[src/rtl/pip_pkg.sv]
// Shared types and codes for the point-in-polygon tester
package pip_pkg;

  localparam logic CMD_LOAD = 1'b0;
  localparam logic CMD_TEST = 1'b1;

  typedef struct packed {
    logic vld;
    logic test;
    logic ovf;
    logic par;
  } ctl_t;

endpackage

[src/rtl/pip_cell.sv]
// One polygon vertex cell: stores a vertex and tests one edge per passing word
module pip_cell #(
  parameter int IDX = 0,
  parameter int CB  = 32,
  parameter int CW  = 7
) (
  input  logic                 clk_i,
  input  logic                 rst_ni,
  input  logic                 en_i,
  input  pip_pkg::ctl_t        ctl_i,
  input  logic [CW-1:0]        cnt_i,
  input  logic signed [CB-1:0] px_i,
  input  logic signed [CB-1:0] py_i,
  input  logic signed [CB-1:0] v0x_i,
  input  logic signed [CB-1:0] v0y_i,
  input  logic signed [CB-1:0] prx_i,
  input  logic signed [CB-1:0] pry_i,
  output pip_pkg::ctl_t        ctl_o,
  output logic [CW-1:0]        cnt_o,
  output logic signed [CB-1:0] px_o,
  output logic signed [CB-1:0] py_o,
  output logic signed [CB-1:0] v0x_o,
  output logic signed [CB-1:0] v0y_o,
  output logic signed [CB-1:0] prx_o,
  output logic signed [CB-1:0] pry_o
);

  localparam int W  = CB + 1;
  localparam int H  = W / 2;
  localparam int PW = 2 * W;

  logic signed [CB-1:0] vx_q, vy_q;

  logic                 act;
  logic                 own;
  logic signed [CB-1:0] ex, ey;
  logic signed [W-1:0]  a_d, b_d, c_d, d_d;
  logic                 hop_d;

  pip_pkg::ctl_t        ctl1_q, ctl2_q, ctl3_q, ctl4_q;
  logic [CW-1:0]        cnt1_q, cnt2_q, cnt3_q, cnt4_q;
  logic signed [CB-1:0] px1_q, py1_q, v0x1_q, v0y1_q, prx1_q, pry1_q;
  logic signed [CB-1:0] px2_q, py2_q, v0x2_q, v0y2_q, prx2_q, pry2_q;
  logic signed [CB-1:0] px3_q, py3_q, v0x3_q, v0y3_q, prx3_q, pry3_q;
  logic signed [CB-1:0] px4_q, py4_q, v0x4_q, v0y4_q, prx4_q, pry4_q;
  logic signed [W-1:0]  a_q, b_q, c_q, d_q;
  logic                 hop1_q, hop2_q, hop3_q;
  logic                 up1_q, up2_q, up3_q;
  logic signed [W+H:0]     pl1_q, pl2_q;
  logic signed [2*W-H-1:0] ph1_q, ph2_q;
  logic signed [PW-1:0]    p1_q, p2_q;
  logic                    hit;

  // store vertex when a load word for this slot passes
  always_ff @(posedge clk_i) begin
    if (en_i && ctl_i.vld && !ctl_i.test && (cnt_i == CW'(IDX))) begin
      vx_q <= px_i;
      vy_q <= py_i;
    end
  end

  always_comb begin
    act   = (IDX > 0) && (CW'(IDX) <= cnt_i);
    own   = CW'(IDX) < cnt_i;
    ex    = own ? vx_q : v0x_i;
    ey    = own ? vy_q : v0y_i;
    a_d   = W'(px_i) - W'(prx_i);
    b_d   = W'(ey) - W'(pry_i);
    c_d   = W'(ex) - W'(prx_i);
    d_d   = W'(py_i) - W'(pry_i);
    hop_d = act && ((pry_i > py_i) != (ey > py_i));
  end

  always_ff @(posedge clk_i or negedge rst_ni) begin
    if (!rst_ni) begin
      ctl1_q <= '0;
      ctl2_q <= '0;
      ctl3_q <= '0;
      ctl4_q <= '0;
    end else if (en_i) begin
      ctl1_q <= ctl_i;
      ctl2_q <= ctl1_q;
      ctl3_q <= ctl2_q;
      ctl4_q <= {ctl3_q.vld, ctl3_q.test, ctl3_q.ovf,
                 ctl3_q.par ^ (ctl3_q.vld && ctl3_q.test && hit)};
    end
  end

  assign hit = hop3_q && (up3_q ? (p1_q < p2_q) : (p1_q > p2_q));

  always_ff @(posedge clk_i) begin
    if (en_i) begin
      // stage 1: edge differences
      cnt1_q <= cnt_i;
      px1_q  <= px_i;
      py1_q  <= py_i;
      v0x1_q <= (IDX == 0) ? vx_q : v0x_i;
      v0y1_q <= (IDX == 0) ? vy_q : v0y_i;
      prx1_q <= ex;
      pry1_q <= ey;
      a_q    <= a_d;
      b_q    <= b_d;
      c_q    <= c_d;
      d_q    <= d_d;
      hop1_q <= hop_d;
      up1_q  <= ey > pry_i;
      // stage 2: partial products
      cnt2_q <= cnt1_q;
      px2_q  <= px1_q;
      py2_q  <= py1_q;
      v0x2_q <= v0x1_q;
      v0y2_q <= v0y1_q;
      prx2_q <= prx1_q;
      pry2_q <= pry1_q;
      pl1_q  <= a_q * $signed({1'b0, b_q[H-1:0]});
      ph1_q  <= a_q * $signed(b_q[W-1:H]);
      pl2_q  <= c_q * $signed({1'b0, d_q[H-1:0]});
      ph2_q  <= c_q * $signed(d_q[W-1:H]);
      hop2_q <= hop1_q;
      up2_q  <= up1_q;
      // stage 3: full products
      cnt3_q <= cnt2_q;
      px3_q  <= px2_q;
      py3_q  <= py2_q;
      v0x3_q <= v0x2_q;
      v0y3_q <= v0y2_q;
      prx3_q <= prx2_q;
      pry3_q <= pry2_q;
      p1_q   <= (PW'(ph1_q) <<< H) + PW'(pl1_q);
      p2_q   <= (PW'(ph2_q) <<< H) + PW'(pl2_q);
      hop3_q <= hop2_q;
      up3_q  <= up2_q;
      // stage 4: compare and update parity
      cnt4_q <= cnt3_q;
      px4_q  <= px3_q;
      py4_q  <= py3_q;
      v0x4_q <= v0x3_q;
      v0y4_q <= v0y3_q;
      prx4_q <= prx3_q;
      pry4_q <= pry3_q;
    end
  end

  assign ctl_o = ctl4_q;
  assign cnt_o = cnt4_q;
  assign px_o  = px4_q;
  assign py_o  = py4_q;
  assign v0x_o = v0x4_q;
  assign v0y_o = v0y4_q;
  assign prx_o = prx4_q;
  assign pry_o = pry4_q;

endmodule
[config.mk]
export PLATFORM = sky130hd
export DESIGN_NAME = pip_cell
export DESIGN_NICKNAME = d
export VERILOG_FILES = /design/src/rtl/pip_pkg.sv /design/src/rtl/pip_cell.sv
export SDC_FILE = /design/constraint.sdc
export NUM_CORES = 1
export LEC_CHECK = 0
export ABC_CLOCK_PERIOD_IN_PS = 1100
export BUFFER_PORTS_ARGS = -buffer_cell sky130_fd_sc_hd__buf_2
export CORE_ASPECT_RATIO = 0.5
export CORE_MARGIN = 2
export CORE_UTILIZATION = 45
export DETAILED_ROUTE_END_ITERATION = 12
export PLACE_DENSITY_LB_ADDON = 0.25
export SYNTH_ARGS = -nofsm -noshare
export SYNTH_HDL_FRONTEND = slang
export SYNTH_SLANG_ARGS = --single-unit
[constraint.sdc]
create_clock -name clk_i -period 1.1 [get_ports clk_i]
set_input_delay 0.055 -clock clk_i [delete_from_list [all_inputs] [get_ports clk_i]]
set_output_delay 0.055 -clock clk_i [all_outputs]
set_load 0.05 [all_outputs]
==> impl_metrics.ini <==
[final_layout]
fin_nets = 1791
utilization_pct = 60.0
fin_area_mm2 = 0.0359
drive_gt1_share_pct = 35.8
area_growth_pct = 30.8
antenna_cells = 0

[placed_design]
io_buffers = 344
dpl.hpwl_um = 28300
dpl-instance-area_mm2 = 0.0308
place_congestion = 0.763

[clocking]
cts_root_buf = clkbuf_16
clk-insertion-delay-late_ns = 0.58
cts_sinks = 876
htree_num_levels = 3
cts_tree = built
clock_path_buffers = 3
cts_buffers = 73
cts.clk_slew.worst_paths_ns = 0.06

[global_routing]
grt_pass1_vias = 11800
grt_first_pass_wirelength_um = 66600
grt_util_all_layers_pct = 14.1
antenna_found_initial = 0
overflow = 0
grt_max_degree = 47

[synthesis]
synth_seq_area_share_pct = 95.7
synth_area_mm2 = 0.0274
synth_cells = 971
avgSynthCellArea_um2 = 28.2
ys_seq_elements = 876
netlist-cell-type-count = 12
syn-num-nets = 1177
yosys_warnings = 0

[setup_path]
slowest_delay_ns = 0.44
start_kind = flop
crit_required_ns = 1.04
cp_num_buf_inv = 1
crit_chain = buf_6
end_kind = primary output
path_max_fanout = 1
cp.depth = 1
reg2regPathDepth = 1
cp_data_arrival_time_ns = 1.21
cpLargestDelayFamily = flip-flops
crit_type = reg -> out
cpMaxStageDelayCell = edfxtp_1

[timing]
fin_crit_sh_pct = 115
fin_skew_ns = 0.0121
relSlewSlack_pct = 76.8
setup_ws_ns = -0.166
worstMarginPinSlew_ns = 0.348
fin_crit_ns = 1.27
hold_viol = 0
setup_viol = 203
finalMaxSlewViolations = 0
grt_setup_unrepaired = true
max_freq_mhz = 790

[floorplanning]
die_x_um = 353
initial_core_util_pct = 45.9
dieArea_mm2 = 0.0630
rows = 63
core_area_mm2 = 0.0597
die_h_um = 179
ioPinCount = 409

[drt]
drc = 0
firstDrtPassIters = 6
wire_per_inst_um = 18.5
drt_wl_total_um = 45400
via_per_inst = 4.48
vias = 11000
ant_nets = 0
drt_iter0_drc = 607

[worst_hold_path]
holdPathStages = 4
hp-class = in -> reg

[power_and_ir_drop]
ir_drop_uv = 994
p_per_area_mw_per_mm2 = 1910
p_leak_nw = 13.1
total_power_mw = 68.4

[outcome]
status = finished, violations left
violations = setup timing

[run]
drv_cap = 0
## layout make-up
| class | count | area (µm²) |
|---|---|---|
| Clock buffer | 93 | 1990 |
| Clock inverter | 40 | 340 |
| Fill cell | 4132 | 23900 |
| Inverter | 1 | 3.75 |
| Multi-Input combinational cell | 85 | 1140 |
| Sequential cell | 876 | 26200 |
| Tap cell | 812 | 1020 |
| Timing Repair Buffer | 548 | 5150 |
## synthesized netlist by cell type (all sizes together)
master / number / area, µm²
edfxtp: 860 / 25800
nor4: 1 / 6.26
o21ai: 1 / 5.00
nor3: 2 / 10.0
nand2: 2 / 7.51
mux2: 79 / 1070
buf: 8 / 77.6
inv: 1 / 3.75
dfrtp: 16 / 400
clkbuf: 1 / 3.75
## where the power goes
group	internal (mW)	leakage (nW)	total, mW	switching, mW
Combinational	1.59	3.40	4.19	2.60
Clock	14.2	1.15	25.3	11.0
Sequential	38.4	8.55	39.0	0.552
## stage by stage
step	cells	setup slack [ns]	hold slack [ns]	setup TNS, ns
2_1_floorplan	971	-1.59	-0.241	-108.47
3_3_place_gp	2180	-0.494	-0.0402	-75.86
3_5_place_dp	2180	-0.470	-0.0158	-79.25
4_1_cts	2455	-0.243	0.00233	-31.29
5_1_grt	2455	-0.235	0.0266	-32.47
6_report	2455	-0.166	0.0324	-19.79
## per-layer routing
metal | vias to the layer above | global-route usage, % | part of all wire (%)
li1 | 5174 | - | -
met3 | 87 | 3.25 | 3.3
met2 | 169 | 27.8 | 58
met5 | - | 0 | 0
met4 | 0 | 4.96 | 2.8
met1 | 5568 | 14.8 | 36
## what timing repair did
| action | CTS | global route |
|---|---|---|
| buffers inserted | 1 | 0 |
| cloned | 0 | 0 |
| endpoints found under the hold margin | 233 | 16 |
| resized for setup | 406 | 0 |
| hold buffers | 141 | 1 |
| endpoints found under the setup margin | 203 | 219 |
## placed cells by master (no fill, tap or decap)
cell,n
edfxtp_1,860
buf_6,203
dlygate4sd3_1,141
buf_2,140
clkbuf_16,77
mux2_4,49
buf_4,42
mux2_2,30
buf_12,21
clkinv_1,17
clkbuf_1,16
dfrtp_1,16
clkinv_2,14
bufinv_16,6
inv_6,2
nor4_4,1
nor3_1,1
nand2_4,1
nand2_1,1
nor3_4,1
inv_1,1
o21ai_0,1
clkinv_4,1
buf_8,1
## worst paths after layout
check                                           from               endpoint  slack (ns)
worst max-delay path             pry_o[17]$_DFFE_PP_              pry_o[17]       -0.17
max in group asynchronous                     rst_ni  ctl1_q[3]$_DFFE_PN0P_        0.37
min in group asynchronous                     rst_ni   ctl_o[2]$_DFFE_PN0P_        0.47
worst min register to register  pry3_q[11]$_DFFE_PP_    pry_o[11]$_DFFE_PP_        0.41
worst min-delay path                        ctl_i[3]  ctl1_q[3]$_DFFE_PN0P_        0.03
worst max register to register     vx_q[4]$_DFFE_PP_    prx1_q[4]$_DFFE_PP_        0.16
## logic make-up after synthesis
logic type             after synthesis  synth area share, %
AO/OA/AOI/OAI                        1               0.0182
buffers and inverters               10                0.310
flip-flops                         876                 95.7
multiplexers                        79                 3.92
AND/OR/NAND/NOR                      5               0.0867
Note: power is estimated with default switching activity, not from simulation.
